==> src/ftc_pkg.sv <==
// shared types and constants of the fuzzy temperature controller
package ftc_pkg;

  localparam int RIDX_W  = 6;
  localparam int RCNT_W  = 7;
  localparam int PADDR_W = 2;

  localparam logic [PADDR_W-1:0] REG_RULE_COUNT = 2'd0;

  localparam logic ACT_LOAD = 1'b0;
  localparam logic ACT_EVAL = 1'b1;

  localparam logic [1:0] KIND_TOO_COLD = 2'd0;
  localparam logic [1:0] KIND_COLD     = 2'd1;
  localparam logic [1:0] KIND_WARM     = 2'd2;
  localparam logic [1:0] KIND_TOO_WARM = 2'd3;

  localparam logic [14:0] Q14_ONE    = 15'd16384;
  localparam logic [14:0] GAUSS_GAIN = 15'd16345;

  localparam logic signed [18:0] DEG3    = 19'sd768;
  localparam logic signed [18:0] DEG5    = 19'sd1280;
  localparam logic signed [18:0] DEG10   = 19'sd2560;
  localparam logic signed [18:0] DEG15   = 19'sd3840;
  localparam logic signed [18:0] DEG25   = 19'sd6400;
  localparam logic signed [18:0] DEG30   = 19'sd7680;
  localparam logic signed [18:0] DEG40   = 19'sd10240;
  localparam logic signed [18:0] NEG_INF = -19'sd131072;
  localparam logic signed [18:0] POS_INF = 19'sd131071;

  localparam logic [33:0] DEN_WIDE    = 34'd209715200;
  localparam logic [33:0] DEN_NARROW  = 34'd52428800;
  localparam logic [33:0] HALF_WIDE   = 34'd104857600;
  localparam logic [33:0] HALF_NARROW = 34'd26214400;
  localparam logic [17:0] RECIP5      = 18'd209716;

  typedef struct packed {
    logic              load_we;
    logic              eval_start;
    logic              issue_valid;
    logic [RIDX_W-1:0] issue_rule;
    logic [1:0]        issue_kind;
    logic              issue_last;
    logic              div_start;
    logic              out_load;
  } cmd_t;

  typedef struct packed {
    logic [RCNT_W-1:0] rule_n;
    logic              acc_done;
    logic              div_done;
  } sts_t;

  typedef struct packed {
    logic       v;
    logic [1:0] kind;
    logic       last;
    logic       mode;
    logic       wsig;
  } tag_t;

endpackage

==> src/ftc_div.sv <==
// restoring divider, one quotient bit per cycle
module ftc_div #(
  parameter int DVW = 19,
  parameter int DSW = 5
) (
  input  logic           clk_i,
  input  logic           rst_ni,
  input  logic           start_i,
  input  logic [DVW-1:0] dividend_i,
  input  logic [DSW-1:0] divisor_i,
  output logic [DVW-1:0] quot_o,
  output logic           done_o
);
  localparam int CNTW = $clog2(DVW + 1);

  logic            busy_q, done_q;
  logic [CNTW-1:0] cnt_q;
  logic [DSW-1:0]  rem_q, rem_d;
  logic [DVW-1:0]  quo_q;
  logic [DSW:0]    trial;
  logic            qbit;

  always_comb begin
    trial = {rem_q, quo_q[DVW-1]};
    qbit  = (trial >= {1'b0, divisor_i});
    rem_d = qbit ? DSW'(trial - {1'b0, divisor_i}) : trial[DSW-1:0];
  end

  always_ff @(posedge clk_i or negedge rst_ni) begin
    if (!rst_ni) begin
      busy_q <= 1'b0;
      done_q <= 1'b0;
      cnt_q  <= '0;
    end else if (start_i) begin
      busy_q <= 1'b1;
      done_q <= 1'b0;
      cnt_q  <= CNTW'(DVW);
    end else if (busy_q) begin
      cnt_q <= cnt_q - 1'b1;
      if (cnt_q == CNTW'(1)) begin
        busy_q <= 1'b0;
        done_q <= 1'b1;
      end
    end
  end

  always_ff @(posedge clk_i) begin
    if (start_i) begin
      rem_q <= '0;
      quo_q <= dividend_i;
    end else if (busy_q) begin
      rem_q <= rem_d;
      quo_q <= {quo_q[DVW-2:0], qbit};
    end
  end

  assign quot_o = quo_q;
  assign done_o = done_q;
endmodule

==> src/ftc_ctrl.sv <==
// controller: accepts beats, issues memberships, sequences divide and output
module ftc_ctrl (
  input  logic          clk_i,
  input  logic          rst_ni,
  input  logic          in_valid_i,
  output logic          in_ready_o,
  input  logic          action_i,
  output logic          out_valid_o,
  input  logic          out_ready_i,
  output ftc_pkg::cmd_t cmd_o,
  input  ftc_pkg::sts_t sts_i
);
  import ftc_pkg::*;

  localparam logic [1:0] ST_IDLE  = 2'd0;
  localparam logic [1:0] ST_ISSUE = 2'd1;
  localparam logic [1:0] ST_DRAIN = 2'd2;
  localparam logic [1:0] ST_DIV   = 2'd3;

  logic [1:0]        state_q, state_d;
  logic [RIDX_W-1:0] j_q, j_d;
  logic [1:0]        kind_q, kind_d;
  logic              out_valid_q, out_valid_d;
  logic              last;

  assign last = ({1'b0, j_q} == sts_i.rule_n - 1'b1) && (kind_q == KIND_TOO_WARM);

  always_comb begin
    state_d    = state_q;
    j_d        = j_q;
    kind_d     = kind_q;
    cmd_o      = '0;
    in_ready_o = 1'b0;
    case (state_q)
      ST_IDLE: begin
        in_ready_o = 1'b1;
        if (in_valid_i) begin
          if (action_i == ACT_LOAD) begin
            cmd_o.load_we = 1'b1;
          end else begin
            cmd_o.eval_start = 1'b1;
            j_d     = '0;
            kind_d  = KIND_TOO_COLD;
            state_d = ST_ISSUE;
          end
        end
      end
      ST_ISSUE: begin
        cmd_o.issue_valid = 1'b1;
        cmd_o.issue_rule  = j_q;
        cmd_o.issue_kind  = kind_q;
        cmd_o.issue_last  = last;
        if (kind_q == KIND_TOO_WARM) begin
          kind_d = KIND_TOO_COLD;
          j_d    = j_q + 1'b1;
        end else begin
          kind_d = kind_q + 1'b1;
        end
        if (last) state_d = ST_DRAIN;
      end
      ST_DRAIN: begin
        if (sts_i.acc_done) begin
          cmd_o.div_start = 1'b1;
          state_d = ST_DIV;
        end
      end
      ST_DIV: begin
        if (sts_i.div_done && (!out_valid_q || out_ready_i)) begin
          cmd_o.out_load = 1'b1;
          state_d = ST_IDLE;
        end
      end
      default: state_d = ST_IDLE;
    endcase
  end

  always_comb begin
    out_valid_d = out_valid_q;
    if (out_ready_i) out_valid_d = 1'b0;
    if (cmd_o.out_load) out_valid_d = 1'b1;
  end

  always_ff @(posedge clk_i or negedge rst_ni) begin
    if (!rst_ni) begin
      state_q     <= ST_IDLE;
      j_q         <= '0;
      kind_q      <= KIND_TOO_COLD;
      out_valid_q <= 1'b0;
    end else begin
      state_q     <= state_d;
      j_q         <= j_d;
      kind_q      <= kind_d;
      out_valid_q <= out_valid_d;
    end
  end

  assign out_valid_o = out_valid_q;
endmodule

==> src/ftc_datapath.sv <==
// datapath: rule table, membership pipeline, accumulator, divide and output register
module ftc_datapath #(
  parameter int MAX_RULES       = 16,
  parameter int EXP_TABLE_DEPTH = 256
) (
  input  logic                clk_i,
  input  logic                rst_ni,
  input  ftc_pkg::cmd_t       cmd_i,
  output ftc_pkg::sts_t       sts_o,
  input  logic [3:0]          rule_index_i,
  input  logic                rule_mode_i,
  input  logic signed [15:0]  rule_center_i,
  input  logic signed [15:0]  temperature_i,
  input  logic                cfg_we_i,
  input  logic [4:0]          cfg_wdata_i,
  output logic [4:0]          rule_count_o,
  output logic signed [15:0]  drive_value_o
);
  import ftc_pkg::*;

  localparam int AW    = (MAX_RULES > 1) ? $clog2(MAX_RULES) : 1;
  localparam int CW    = $clog2(MAX_RULES + 1);
  localparam int SW    = 15 + CW;
  localparam int DVW   = 14 + CW;
  localparam int XW    = 28 + $clog2(EXP_TABLE_DEPTH + 1);
  localparam int YW    = $clog2(25 * (EXP_TABLE_DEPTH + 1) + 1);
  localparam int R     = YW + 5;
  localparam int RECIP25 = (2 ** R) / 25;
  localparam int MW    = $clog2(RECIP25 + 1);
  localparam int PW    = YW + MW;
  localparam int QW    = $clog2(EXP_TABLE_DEPTH + 2);
  localparam int RAW   = $clog2(EXP_TABLE_DEPTH);

  function automatic logic [15:0] exp_entry(input int unsigned k);
    logic [63:0]        t, term, s;
    logic signed [63:0] acc;
    t    = (64'(k) << 30) / 64'(2 * EXP_TABLE_DEPTH);
    term = 64'd1 << 30;
    acc  = signed'(term);
    term = ((term * t) >> 30) / 1;  acc = acc - signed'(term);
    term = ((term * t) >> 30) / 2;  acc = acc + signed'(term);
    term = ((term * t) >> 30) / 3;  acc = acc - signed'(term);
    term = ((term * t) >> 30) / 4;  acc = acc + signed'(term);
    term = ((term * t) >> 30) / 5;  acc = acc - signed'(term);
    term = ((term * t) >> 30) / 6;  acc = acc + signed'(term);
    term = ((term * t) >> 30) / 7;  acc = acc - signed'(term);
    term = ((term * t) >> 30) / 8;  acc = acc + signed'(term);
    term = ((term * t) >> 30) / 9;  acc = acc - signed'(term);
    term = ((term * t) >> 30) / 10; acc = acc + signed'(term);
    term = ((term * t) >> 30) / 11; acc = acc - signed'(term);
    term = ((term * t) >> 30) / 12; acc = acc + signed'(term);
    term = ((term * t) >> 30) / 13; acc = acc - signed'(term);
    term = ((term * t) >> 30) / 14; acc = acc + signed'(term);
    s = (acc > 0) ? unsigned'(acc) : 64'd0;
    for (int i = 0; i < 5; i++) s = (s * s + (64'd1 << 29)) >> 30;
    return 16'((s + (64'd1 << 15)) >> 16);
  endfunction

  // exp rom
  logic [14:0] rom [EXP_TABLE_DEPTH];
  for (genvar g = 0; g < EXP_TABLE_DEPTH; g++) begin : g_rom
    localparam logic [15:0] ENTRY = exp_entry(g);
    assign rom[g] = ENTRY[14:0];
  end

  // config register
  logic [4:0]    rc_q;
  logic [CW-1:0] n_eff;
  always_ff @(posedge clk_i or negedge rst_ni) begin
    if (!rst_ni) rc_q <= 5'd1;
    else if (cfg_we_i) rc_q <= cfg_wdata_i;
  end
  always_comb begin
    if (rc_q == 5'd0) n_eff = CW'(1);
    else if (32'(rc_q) > MAX_RULES) n_eff = CW'(MAX_RULES);
    else n_eff = CW'(rc_q);
  end
  assign rule_count_o = rc_q;

  // rule table
  logic signed [15:0] center_mem [MAX_RULES];
  logic               mode_mem   [MAX_RULES];
  logic [MAX_RULES-1:0] vld_q;
  logic [AW-1:0]      waddr, raddr;
  logic               wr_en;
  logic signed [15:0] rd_center_q;
  logic               rd_mode_q, rd_vld_q;

  assign waddr = AW'(rule_index_i);
  assign raddr = AW'(cmd_i.issue_rule);
  assign wr_en = cmd_i.load_we && (32'(rule_index_i) < MAX_RULES);

  always_ff @(posedge clk_i) begin
    if (wr_en) begin
      center_mem[waddr] <= rule_center_i;
      mode_mem[waddr]   <= rule_mode_i;
    end
    if (cmd_i.issue_valid) begin
      rd_center_q <= center_mem[raddr];
      rd_mode_q   <= mode_mem[raddr];
      rd_vld_q    <= vld_q[raddr];
    end
  end

  always_ff @(posedge clk_i or negedge rst_ni) begin
    if (!rst_ni) vld_q <= '0;
    else if (wr_en) vld_q[waddr] <= 1'b1;
  end

  logic signed [15:0] f_q;
  always_ff @(posedge clk_i) begin
    if (cmd_i.eval_start) f_q <= temperature_i;
  end

  // pipeline tags
  tag_t tag_q [8];
  logic eff_mode;
  assign eff_mode = rd_vld_q & rd_mode_q;

  always_ff @(posedge clk_i or negedge rst_ni) begin
    if (!rst_ni) begin
      for (int i = 0; i < 8; i++) tag_q[i] <= '0;
    end else begin
      tag_q[0] <= '{v: cmd_i.issue_valid, kind: cmd_i.issue_kind,
                    last: cmd_i.issue_last, mode: 1'b0, wsig: 1'b0};
      tag_q[1] <= '{v: tag_q[0].v, kind: tag_q[0].kind, last: tag_q[0].last,
                    mode: eff_mode,
                    wsig: (tag_q[0].kind == KIND_TOO_COLD) ||
                          (tag_q[0].kind == KIND_TOO_WARM)};
      for (int i = 2; i < 8; i++) tag_q[i] <= tag_q[i-1];
    end
  end

  // stage 1: offsets and linear segment select
  logic signed [18:0] x19, b19, m19, p1, p2, p3, p4;
  logic               lz, lo, lr;
  always_comb begin
    x19 = 19'(f_q);
    b19 = rd_vld_q ? 19'(rd_center_q) : 19'sd0;
    case (tag_q[0].kind)
      KIND_TOO_COLD: begin
        p1 = NEG_INF; p2 = NEG_INF; p3 = DEG10; p4 = DEG15; m19 = 19'sd0;
      end
      KIND_COLD: begin
        p1 = DEG10; p2 = DEG15; p3 = b19 - DEG5; p4 = b19 + DEG3; m19 = b19 - DEG5;
      end
      KIND_WARM: begin
        p1 = b19 - DEG3; p2 = b19 + DEG5; p3 = DEG25; p4 = DEG30; m19 = b19 + DEG5;
      end
      default: begin
        p1 = DEG25; p2 = DEG30; p3 = POS_INF; p4 = POS_INF; m19 = DEG40;
      end
    endcase
    lz = (x19 <= p1) || (x19 >= p4);
    lo = !lz && (x19 >= p2) && (x19 <= p3);
    lr = !lz && !lo && (x19 < p2);
  end

  logic signed [17:0] d_q;
  logic               lz2_q, lo2_q, linv2_q, lwide2_q;
  logic [10:0]        lnum2_q;
  always_ff @(posedge clk_i) begin
    d_q      <= 18'(x19 - m19);
    lz2_q    <= lz;
    lo2_q    <= lo;
    linv2_q  <= !lz && !lo && !lr;
    lwide2_q <= lr ? (tag_q[0].kind == KIND_WARM) : (tag_q[0].kind == KIND_COLD);
    lnum2_q  <= lr ? 11'(x19 - p1) : 11'(x19 - p3);
  end

  // stage 2: square and ramp reciprocal product
  logic signed [35:0] sq_full;
  logic [16:0]        lin_a;
  assign sq_full = d_q * d_q;
  assign lin_a   = {lnum2_q, 6'd0} + 17'd2;

  logic [33:0] sq_q;
  logic        lz3_q, lo3_q, linv3_q, lwide3_q;
  logic [10:0] lnum3_q;
  logic [34:0] lprod_q;
  always_ff @(posedge clk_i) begin
    sq_q     <= sq_full[33:0];
    lz3_q    <= lz2_q;
    lo3_q    <= lo2_q;
    linv3_q  <= linv2_q;
    lwide3_q <= lwide2_q;
    lnum3_q  <= lnum2_q;
    lprod_q  <= 35'(lin_a) * 35'(RECIP5);
  end

  // stage 3: scale to rom index, finish linear value
  logic        big3;
  logic [14:0] frac3, lval3;
  assign big3  = sq_q >= (tag_q[2].wsig ? DEN_WIDE : DEN_NARROW);
  assign frac3 = lwide3_q ? 15'({lnum3_q, 3'd0}) : 15'(lprod_q >> 20);
  always_comb begin
    if (lz3_q) lval3 = '0;
    else if (lo3_q) lval3 = Q14_ONE;
    else if (linv3_q) lval3 = Q14_ONE - frac3;
    else lval3 = frac3;
  end

  logic [XW-1:0] x_q;
  logic          big4_q, big5_q;
  logic [14:0]   linval_q [4];
  always_ff @(posedge clk_i) begin
    x_q    <= XW'(sq_q[27:0]) * XW'(EXP_TABLE_DEPTH) +
              XW'(tag_q[2].wsig ? HALF_WIDE : HALF_NARROW);
    big4_q <= big3;
    linval_q[0] <= lval3;
    for (int i = 1; i < 4; i++) linval_q[i] <= linval_q[i-1];
  end

  // stage 4: divide by 25 through reciprocal
  logic [YW-1:0] y4;
  logic [PW-1:0] qprod4;
  assign y4     = tag_q[3].wsig ? YW'(x_q >> 23) : YW'(x_q >> 21);
  assign qprod4 = PW'(y4) * PW'(RECIP25);

  logic [YW-1:0] y_q;
  logic [QW-1:0] q0_q;
  always_ff @(posedge clk_i) begin
    y_q    <= y4;
    q0_q   <= QW'(qprod4 >> R);
    big5_q <= big4_q;
  end

  // stage 5: quotient correction and rom read
  logic [YW-1:0]  rr5;
  logic [QW:0]    qq5;
  logic           gz5;
  logic [RAW-1:0] raddr5;
  assign rr5    = y_q - YW'(q0_q * 25);
  assign qq5    = (QW+1)'(q0_q) + (QW+1)'(rr5 >= 25);
  assign gz5    = big5_q || (32'(qq5) >= EXP_TABLE_DEPTH);
  assign raddr5 = gz5 ? '0 : RAW'(qq5);

  logic [14:0] rom_q;
  logic        gz6_q, gz7_q;
  always_ff @(posedge clk_i) begin
    rom_q <= rom[raddr5];
    gz6_q <= gz5;
  end

  // stage 6: gain
  logic [29:0] gprod_q;
  always_ff @(posedge clk_i) begin
    gprod_q <= 30'(GAUSS_GAIN) * 30'(rom_q);
    gz7_q   <= gz6_q;
  end

  // stage 7: round and select
  logic [14:0] gm7, mval_q;
  assign gm7 = gz7_q ? 15'd0 : 15'((gprod_q + 30'd8192) >> 14);
  always_ff @(posedge clk_i) begin
    mval_q <= tag_q[6].mode ? linval_q[3] : gm7;
  end

  // accumulate heat minus vent
  logic [14:0]          hold_q, heat_q, vent;
  logic signed [SW-1:0] sum_q;
  logic                 acc_done_q;
  assign vent = (hold_q > mval_q) ? hold_q : mval_q;

  always_ff @(posedge clk_i) begin
    if (cmd_i.eval_start) begin
      sum_q <= '0;
    end else if (tag_q[7].v) begin
      case (tag_q[7].kind)
        KIND_TOO_COLD: hold_q <= mval_q;
        KIND_COLD:     heat_q <= (hold_q > mval_q) ? hold_q : mval_q;
        KIND_WARM:     hold_q <= mval_q;
        default:       sum_q  <= sum_q + SW'($signed({1'b0, heat_q}))
                                       - SW'($signed({1'b0, vent}));
      endcase
    end
  end

  always_ff @(posedge clk_i or negedge rst_ni) begin
    if (!rst_ni) acc_done_q <= 1'b0;
    else acc_done_q <= tag_q[7].v && tag_q[7].last;
  end

  // rounded average
  logic           neg;
  logic [SW-1:0]  mag;
  logic [DVW-1:0] dividend, quot;
  logic           div_done;
  assign neg      = sum_q[SW-1];
  assign mag      = neg ? SW'(-sum_q) : SW'(sum_q);
  assign dividend = DVW'(mag) + DVW'(n_eff >> 1);

  ftc_div #(.DVW(DVW), .DSW(CW)) u_div (
    .clk_i      (clk_i),
    .rst_ni     (rst_ni),
    .start_i    (cmd_i.div_start),
    .dividend_i (dividend),
    .divisor_i  (n_eff),
    .quot_o     (quot),
    .done_o     (div_done)
  );

  logic [14:0]        qsat;
  logic signed [15:0] drive_q;
  assign qsat = (quot > DVW'(Q14_ONE)) ? Q14_ONE : 15'(quot);
  always_ff @(posedge clk_i) begin
    if (cmd_i.out_load) drive_q <= neg ? -$signed({1'b0, qsat}) : $signed({1'b0, qsat});
  end
  assign drive_value_o = drive_q;

  assign sts_o.rule_n   = RCNT_W'(n_eff);
  assign sts_o.acc_done = acc_done_q;
  assign sts_o.div_done = div_done;
endmodule

==> src/fuzzy_temperature_controller.sv <==
// top level of the fuzzy temperature controller
//
//  channel | handshake          | payload
//  in      | in_valid/in_ready  | action, rule_index, rule_mode, rule_center, temperature
//  out     | out_valid/out_ready| drive_value
//  config  | apb write/read     | rule_count at byte address 0
//
// a load beat writes one rule slot; an evaluate beat issues four memberships per
// rule over the n effective rules: one membership enters the pipeline each cycle,
// then the bit-serial divider forms the rounded average
// reset clears the rule table through per-slot valid bits, rule_count to 1
// a result waiting on out_ready does not block loads; the next evaluate holds
// its result in the divider until the output register is free
module fuzzy_temperature_controller #(
  parameter int MAX_RULES       = 16,
  parameter int EXP_TABLE_DEPTH = 256
) (
  input  logic                        clk_i,
  input  logic                        rst_ni,
  input  logic                        in_valid_i,
  output logic                        in_ready_o,
  input  logic                        action_i,
  input  logic [3:0]                  rule_index_i,
  input  logic                        rule_mode_i,
  input  logic signed [15:0]          rule_center_i,
  input  logic signed [15:0]          temperature_i,
  output logic                        out_valid_o,
  input  logic                        out_ready_i,
  output logic signed [15:0]          drive_value_o,
  input  logic                        psel,
  input  logic                        penable,
  input  logic                        pwrite,
  input  logic [ftc_pkg::PADDR_W-1:0] paddr,
  input  logic [31:0]                 pwdata,
  output logic [31:0]                 prdata,
  output logic                        pready
);
  import ftc_pkg::*;

  cmd_t       cmd;
  sts_t       sts;
  logic       cfg_we;
  logic [4:0] rule_count;

  assign pready = 1'b1;
  assign cfg_we = psel && penable && pwrite && (paddr == REG_RULE_COUNT);
  assign prdata = (paddr == REG_RULE_COUNT) ? {27'd0, rule_count} : 32'd0;

  ftc_ctrl u_ctrl (
    .clk_i       (clk_i),
    .rst_ni      (rst_ni),
    .in_valid_i  (in_valid_i),
    .in_ready_o  (in_ready_o),
    .action_i    (action_i),
    .out_valid_o (out_valid_o),
    .out_ready_i (out_ready_i),
    .cmd_o       (cmd),
    .sts_i       (sts)
  );

  ftc_datapath #(
    .MAX_RULES       (MAX_RULES),
    .EXP_TABLE_DEPTH (EXP_TABLE_DEPTH)
  ) u_datapath (
    .clk_i         (clk_i),
    .rst_ni        (rst_ni),
    .cmd_i         (cmd),
    .sts_o         (sts),
    .rule_index_i  (rule_index_i),
    .rule_mode_i   (rule_mode_i),
    .rule_center_i (rule_center_i),
    .temperature_i (temperature_i),
    .cfg_we_i      (cfg_we),
    .cfg_wdata_i   (pwdata[4:0]),
    .rule_count_o  (rule_count),
    .drive_value_o (drive_value_o)
  );
endmodule

==> config.mk <==
export PLATFORM = sky130hd
export DESIGN_NAME = fuzzy_temperature_controller
export DESIGN_NICKNAME = d
export VERILOG_FILES = /design/src/ftc_pkg.sv /design/src/ftc_div.sv /design/src/ftc_ctrl.sv /design/src/ftc_datapath.sv /design/src/fuzzy_temperature_controller.sv
export SDC_FILE = /design/constraint.sdc
export NUM_CORES = 2
export LEC_CHECK = 0
export ABC_AREA = 1
export ABC_CLOCK_PERIOD_IN_PS = 17100
export BUFFER_PORTS_ARGS = -buffer_cell sky130_fd_sc_hd__buf_2
export CORE_ASPECT_RATIO = 1.75
export CORE_MARGIN = 4
export CORE_UTILIZATION = 70
export CTS_CLUSTER_SIZE = 8
export DETAILED_ROUTE_END_ITERATION = 8
export HOLD_SLACK_MARGIN = 0.12
export PLACE_DENSITY_LB_ADDON = 0.1
export SETUP_SLACK_MARGIN = 0.1
export SLEW_MARGIN = 15
export SYNTH_ARGS = -nofsm -noshare
export SYNTH_HDL_FRONTEND = slang
export SYNTH_SLANG_ARGS = --single-unit
==> constraint.sdc <==
create_clock -name clk_i -period 17.1 [get_ports clk_i]
set_clock_uncertainty 0.1 [all_clocks]
set_input_delay 0 -clock clk_i [delete_from_list [all_inputs] [get_ports clk_i]]
set_output_delay 0 -clock clk_i [all_outputs]
set_load 0.02 [all_outputs]
After elaboration in Yosys (flattened, before gate mapping)
Memory sizes are Yosys's and may differ from the RTL's. A register that Yosys moved wholly into a read port is not among the register bits.
Index checks and enable logic that the tools add are counted.
{ "totals": {"reg_bits": 409, "ramBits": 332, "mem_bits_ro": 3840, "out_inout_bits": 51, "elab_cells": 249, "n_memories": 4} }
{ "classes": {"add_sub_neg": 23, "multipliers": 5, "order_cmp": 15, "eq_ne": 17, "n_mux": 68, "n_bitwise": 5, "reduce_logical": 38} }
{ "memory_table": {"columns": ["memory", "depth", "word_bits", "rd", "rd_ports_with_merged_regs", "wr", "line", "rtl"], "rows": [
  ["(name not given)", 256, 15, 1, 1, 0, "ftc_datapath.sv:241", "rom_q <= rom[raddr5];"],
  ["u_datapath.center_mem", 16, 16, 1, 1, 1, "ftc_datapath.sv:81", "logic signed [15:0] center_mem [MAX_RULES];"],
  ["u_datapath.linval_q", 4, 15, 4, 0, 4, "ftc_datapath.sv:205", "logic [14:0] linval_q [4];"],
  ["u_datapath.mode_mem", 16, 1, 1, 1, 1, "ftc_datapath.sv:82", "logic mode_mem [MAX_RULES];"]
]} }
{ "ops": {"columns": ["op", "n"], "rows": [
  ["19-bit case mux with 3 select lines", 4],
  ["15-bit two-way mux", 9],
  ["19-bit two-way mux", 4],
  ["18-bit case mux with 3 select lines", 1],
  ["16-bit by 19-bit greater-or-equal comparator with 1-bit output", 2],
  ["16-bit by 19-bit <= comparator with 1-bit output", 2],
  ["36-bit by 27-bit adder with 36-bit output", 1],
  ["34-bit greater-or-equal comparator", 1],
  ["18-bit by 18-bit multiplier with 34-bit output", 1],
  ["17-bit by 16-bit multiplier with 33-bit output, second input constant", 1],
  ["5-bit two-way mux", 6],
  ["29-bit by 14-bit adder with 29-bit output, second input constant", 1],
  ["14-bit by 15-bit multiplier with 29-bit output, first input constant", 1],
  ["28-bit two-way mux", 1],
  ["13-bit by 14-bit multiplier with 27-bit output, second input constant", 1],
  ["27-bit two-way mux", 1],
  ["11-bit subtractor", 2],
  ["20-bit by 16-bit adder with 20-bit output", 1],
  ["1-bit two-way mux", 20],
  ["2-bit two-way mux", 10],
  ["20-bit by 16-bit subtractor with 20-bit output", 1],
  ["19-bit by 11-bit adder with 19-bit output, second input constant", 1],
  ["19-bit by 12-bit adder with 19-bit output, second input constant", 1],
  ["19-bit by 4-bit adder with 19-bit output", 1],
  ["56 further kinds", 97]
]} }

Longest topological paths before layout
{ "logic_depth": {"ltp_word": 13, "depth_mapped": 41, "mapped_depth_nobuf": 40} }

Cells and area by module
A second synthesis with hierarchy kept.
{ "unflattened": {"cells_unflattened": 6427, "hier_area_um2": 57946.8} }
{ "by_module_without_submodules": {"columns": ["module", "n_inst", "cells_each", "area_per_inst_um2", "seq_area_each_um2"], "rows": [
  ["ftc_datapath", 1, 6033, 55004.0, 17413.0],
  ["ftc_div", 1, 185, 1615.3, 845.8],
  ["ftc_ctrl", 1, 164, 1029.7, 275.3],
  ["fuzzy_temperature_controller", 1, 45, 297.8, 0.0]
]} }

Worst setup path before layout
OpenSTA, ideal clock, no wires.
{ "synth_timing": {"kind": "reg-to-reg", "startpoint": "reg u_datapath.d_q[17]", "endpoint": "reg u_datapath.sq_q[31]", "setup_ns": 0.123, "t_arrival_ns": 5.612, "setup_slack_ns": 11.264, "stages_incl_launch_ff": 24, "period_less_slack_ns": 5.836, "cell_sequence": "dfxtp_1 -> clkbuf_1 -> clkbuf_1 -> nand2_1 -> inv_1 -> fa_1 -> fa_1 -> ha_1 -> inv_1 -> fa_1 -> inv_1 -> fa_1 -> fa_1 -> ha_1 -> nand2_1 -> nor2_1 -> inv_1 -> nor3_1 -> nand2_1 -> o211ai_1 -> nand2_1 -> nand2_1 -> a21oi_1 -> xor2_1"} }
{ "synth_between": {"elab_chain_len": 1} }
{ "synth_rtl": {"columns": ["element", "line", "rtl"], "rows": [
  ["from (decl)", "ftc_datapath.sv:159", "logic signed [17:0] d_q;"],
  ["from (signal assigned)", "ftc_datapath.sv:163", "d_q <= 18'(x19 - m19);"],
  ["18-bit by 18-bit multiplier with 34-bit output", "ftc_datapath.sv:174", "assign sq_full = d_q * d_q;"],
  ["net u_datapath.sq_full[31]", "ftc_datapath.sv:172", "logic signed [35:0] sq_full;"],
  ["to (signal assigned)", "ftc_datapath.sv:182", "sq_q <= sq_full[33:0];"],
  ["to (decl)", "ftc_datapath.sv:177", "logic [33:0] sq_q;"]
]} }
The timed path passes the listed nets, and every way through them passes these cells.
A chain may end at the register's enable or synchronous reset.

Worst setup path after layout
{ "layout_timing": {"startpoint": "reg u_datapath.q0_q[2]", "endpoint": "reg u_datapath.rom_q[7]"} }
{ "layout_between": {"elab_chain_len": 8} }
{ "layout_rtl": {"columns": ["element", "line", "rtl"], "rows": [
  ["from (decl)", "ftc_datapath.sv:221", "logic [QW-1:0] q0_q;"],
  ["from (signal assigned)", "ftc_datapath.sv:224", "q0_q <= QW'(qprod4 >> R);"],
  ["9-bit by 5-bit multiplier with 13-bit output", "ftc_datapath.sv:233", "assign rr5 = y_q - YW'(q0_q * 25);"],
  ["13-bit subtractor", "ftc_datapath.sv:233", null],
  ["13-bit by 5-bit greater-or-equal comparator with 1-bit output", "ftc_datapath.sv:234", "assign qq5 = (QW+1)'(q0_q) + (QW+1)'(rr5 >= 25);"],
  ["9-bit by 1-bit adder with 10-bit output *", "ftc_datapath.sv:234", null],
  ["10-bit by 9-bit greater-or-equal comparator with 1-bit output", "ftc_datapath.sv:235", "assign gz5 = big5_q || (32'(qq5) >= EXP_TABLE_DEPTH);"],
  ["1-bit logical OR", "ftc_datapath.sv:235", null],
  ["8-bit two-way mux *", "ftc_datapath.sv:236", "assign raddr5 = gz5 ? '0 : RAW'(qq5);"],
  ["8-bit inverter with 9-bit output (not written as such) *", "ftc_datapath.sv:241", null],
  ["to (decl)", "ftc_datapath.sv:238", "logic [14:0] rom_q;"]
]} }
Every way passes the cells marked *; elsewhere a longest branch is shown, timed or not.

==> metrics.log <==
INFO  metric status = completed
INFO  metric gp_congestion = 1.02
INFO  metric r2r-start = u_datapath.q0_q[2]
INFO  metric floorplan.die_area = 86100 um^2
INFO  metric timing.critical_path.mode_cell = ha_1
INFO  metric yosysUniqueCellTypes = 71
INFO  metric drt-total-wl = 154000 um
INFO  metric hp-start = rule_center_i[7]
INFO  metric synth_top_area_share = 0.196
INFO  metric post_drt_wl_per_cell = 20.3 um
INFO  metric cp_slowest_cell = dfxtp_1
INFO  metric grt_antenna_before_repair = 3
INFO  metric root_buffer = clkbuf_16
INFO  metric fin_setup_tns = 0 ns
INFO  metric design.final.nets = 7678
INFO  metric timing.final.crit_share = 0.416
INFO  metric setup.reg_to_reg.worst_slack = 9.98 ns
INFO  metric critical_path_arrival = 7.55 ns
INFO  metric cts_post_setup_buffers_inserted = 0
INFO  metric r2r.worst_path.cells = 29
INFO  metric maxCapViolCount = 0
INFO  metric port_buffers = 74
INFO  metric synth_area_leader_cell = edfxtp_1
INFO  metric core-area = 80800 um^2
INFO  metric die_width = 224 um
INFO  metric r2r_endpoint = u_datapath.rom_q[7]
INFO  metric route.antenna.remaining_nets = 0
INFO  metric cts_num_sinks = 720
INFO  metric first_global_vias = 47393
INFO  metric gr-usage-all-layers = 0.359
INFO  metric final_layout_size_suffix_gt1_frac = 0.0482
INFO  metric syn-instance-count = 6317
INFO  metric post_synthesis_mean_instance_area = 9.01 um^2
INFO  metric remaining_drc_errors = 0
INFO  metric cts.hold.buffers_added = 104
INFO  metric worst_path_largest_cell_delay = 0.53 ns
INFO  metric fin_util = 0.771
INFO  metric filler_cell_count = 5561
INFO  metric timing.critical_path.to_type = flip-flop
INFO  metric tritoncts.num_buffers = 100
INFO  metric finalCriticalPeriod = 7.12 ns
INFO  metric largest_net_degree_at_the_start_of_global_routing = 84
INFO  metric dominant_register_cell_in_the_synthesized_netlist = edfxtp_1
INFO  metric synth_edf_count = 371
INFO  metric hold_path.class = in2reg
INFO  metric design.portCount = 130
INFO  metric timing.setup.critical_path_class = reg2reg
INFO  metric synth_seq_cells = 720
INFO  metric hold_path_depth = 2
INFO  metric final-hold-violation-count = 0
INFO  metric clkLatencyLatePin = 0.71 ns
INFO  metric clkTransAtPathRegs = 0.05 ns
INFO  metric worst-slew-pin-transition = 1.15 ns
INFO  metric place.detailed.hpwl = 114000 um
INFO  metric rsz0062_at_grt = no
INFO  metric path_max_fanout = 12
INFO  metric post_cts.resized_instances = 0
INFO  metric globalRouteOverflowTotal = 0
INFO  metric synth_sequential_area_ratio = 0.326
INFO  metric cts_htree_levels = 3
INFO  metric setup_viol = 0
INFO  metric end_of_the_worst_hold_path = u_datapath.center_mem[7][7]
INFO  metric timing.slew.headroom = 0.234
INFO  metric setup_crit_start_kind = flip-flop
INFO  metric post_drt_via_cell_ratio = 5.89
INFO  metric die_y = 385 um
INFO  metric asyncSetResetFlopFracSynth = 0.113
INFO  metric timing.final.max_slew_violations = 0
INFO  metric yosys_warnings = 0
INFO  metric detailed_route_iter0_violations = 3313
INFO  metric synth.area.top_cells = edfxtp_1 20%, fa_1 18%, ha_1 13%, dfxtp_1 9.4%, inv_1 7.9%
INFO  metric synth.cell_area = 56900 um^2
INFO  metric crit_required = 17.53 ns
INFO  metric clock.fmax = 0.140 GHz
INFO  metric global_route_wire_length_before_repair = 242000 um
INFO  metric initial_utilization = 0.705
INFO  metric area_growth_syn_to_layout = 9.40%
INFO  metric ctsLongestPathBuffers = 3
INFO  metric iteration_count_of_the_initial_detailed_routing_pass = 6
INFO  metric cts_tree = yes
INFO  metric num_vias = 44809
INFO  metric number_of_placement_rows = 138
==> registers in the layout (all words and copies together), names as in the netlist, 9 cells and up <==
register / cells
u_datapath.center_mem: 256
u_datapath.d_q: 18
u_datapath.drive_value_o: 16
u_datapath.f_q: 16
u_datapath.gprod_q: 16
u_datapath.heat_q: 15
u_datapath.hold_q: 15
u_datapath.linval_q: 60
u_datapath.lnum2_q: 11
u_datapath.lnum3_q: 11
u_datapath.lprod_q: 15
u_datapath.mode_mem: 16
u_datapath.mval_q: 15
u_datapath.q0_q: 9
u_datapath.rd_center_q: 16
u_datapath.rom_q: 15
u_datapath.sq_q: 33
u_datapath.sum_q: 20
u_datapath.tag_q: 41
u_datapath.u_div.quot_o: 19
u_datapath.vld_q: 16
u_datapath.x_q: 15
u_datapath.y_q: 13
==> layout make-up <==
cell class / instances / area (um^2) / area share
well taps: 1050 / 1310 / 0.0211
repair buffers: 215 / 1710 / 0.0274
clock inverters: 8 / 240 / 0.00386
multi-input cells: 4246 / 33200 / 0.533
diodes: 1 / 2.50 / 0.0000402
flip-flops and latches: 720 / 18500 / 0.298
inverters: 1202 / 4510 / 0.0724
clock buffers: 164 / 2740 / 0.0440
==> through the flow <==
step | area (um^2) | hold slack [ns] | setup slack (ns) | cells
after floorplan | 57000 | -0.396 | 11.26 | 6343
after detailed placement | 58200 | 0.0786 | 10.17 | 7329
after global routing | 62300 | 0.165 | 9.40 | 7606
after CTS | 62300 | 0.126 | 10.08 | 7605
final | 62300 | 0.157 | 9.98 | 7606
after global placement | 58200 | 0.0765 | 10.19 | 7329
==> cells in the mapped netlist (all sizes together), types with 8 or more instances <==
library cell / instances
clkbuf: 116
nor2: 620
o21ai: 359
or2: 32
nor4: 18
o31ai: 22
xor2: 136
o21a: 8
nand2: 988
buf: 59
nor3: 64
xnor2: 66
a21o: 16
a31oi: 15
ha: 600
edfxtp: 371
a21oi: 329
o311ai: 67
o211ai: 22
dfxtp: 268
dfrtp: 80
fa: 514
inv: 1197
o21bai: 14
nand4: 48
nand3: 216
==> per-layer routing <==
metal	share of wire	global-route usage	up-vias
met4	0.082	0.256	2
met2	0.54	0.672	1899
met5	0.000078	0	-
met1	0.33	0.363	21576
li1	-	-	20638
met3	0.056	0.0504	694
==> layout by cell type (no fill, tap or decap), drive strengths merged, types with 48 or more instances in the layout <==
cell type and n:
o311ai 67, ha 600, nand4 48, a21oi 329, nor2 620, buf 112
fa 514, o21ai 359, inv 1198, dfxtp 268, dfrtp 80, edfxtp 371
clkbuf 164, xnor2 66, dlygate4sd3 103, xor2 136, nor3 64, nand2 988
nand3 216
==> worst max-delay path, delay by kind of cell (launching register included) <==
| kind | cells | cell delay [ns] |
|---|---|---|
| AO/OA/AOI/OAI | 8 | 1.66 |
| adder cells (fa/ha/maj) | 7 | 2.51 |
| XOR/XNOR | 1 | 0.13 |
| AND/OR/NAND/NOR | 10 | 1.51 |
| flip-flops | 1 | 0.53 |
| buffers and inverters | 3 | 0.52 |
==> cell families after synthesis <==
logic type,after synthesis,share of synthesized area
flops,720,0.326
mux,1,0.000176
xor+xnor,202,0.0312
simple gates,2001,0.146
buf+inv,1377,0.0936
fa+ha+maj,1114,0.313
other cells,2,0.000132
compound gates,900,0.0905
==> worst max path at each step <==
stage	startpoint	endpoint	slack (ns)	depth (start not counted)
after floorplan	u_datapath.d_q[17]	u_datapath.sq_q[31]	11.26	23
after global routing	u_datapath.tag_q[45]	u_datapath.lnum2_q[8]	9.40	29
after CTS	u_datapath.tag_q[45]	u_datapath.lnum2_q[8]	10.08	30
final	u_datapath.q0_q[2]	u_datapath.rom_q[7]	9.98	29
after detailed placement	u_datapath.tag_q[45]	u_datapath.lnum2_q[8]	10.17	30
after global placement	u_datapath.tag_q[45]	u_datapath.lnum2_q[8]	10.19	30
Power is not shown: default switching activity piles up to over one toggle a cycle in this logic, so the estimate is an artifact.
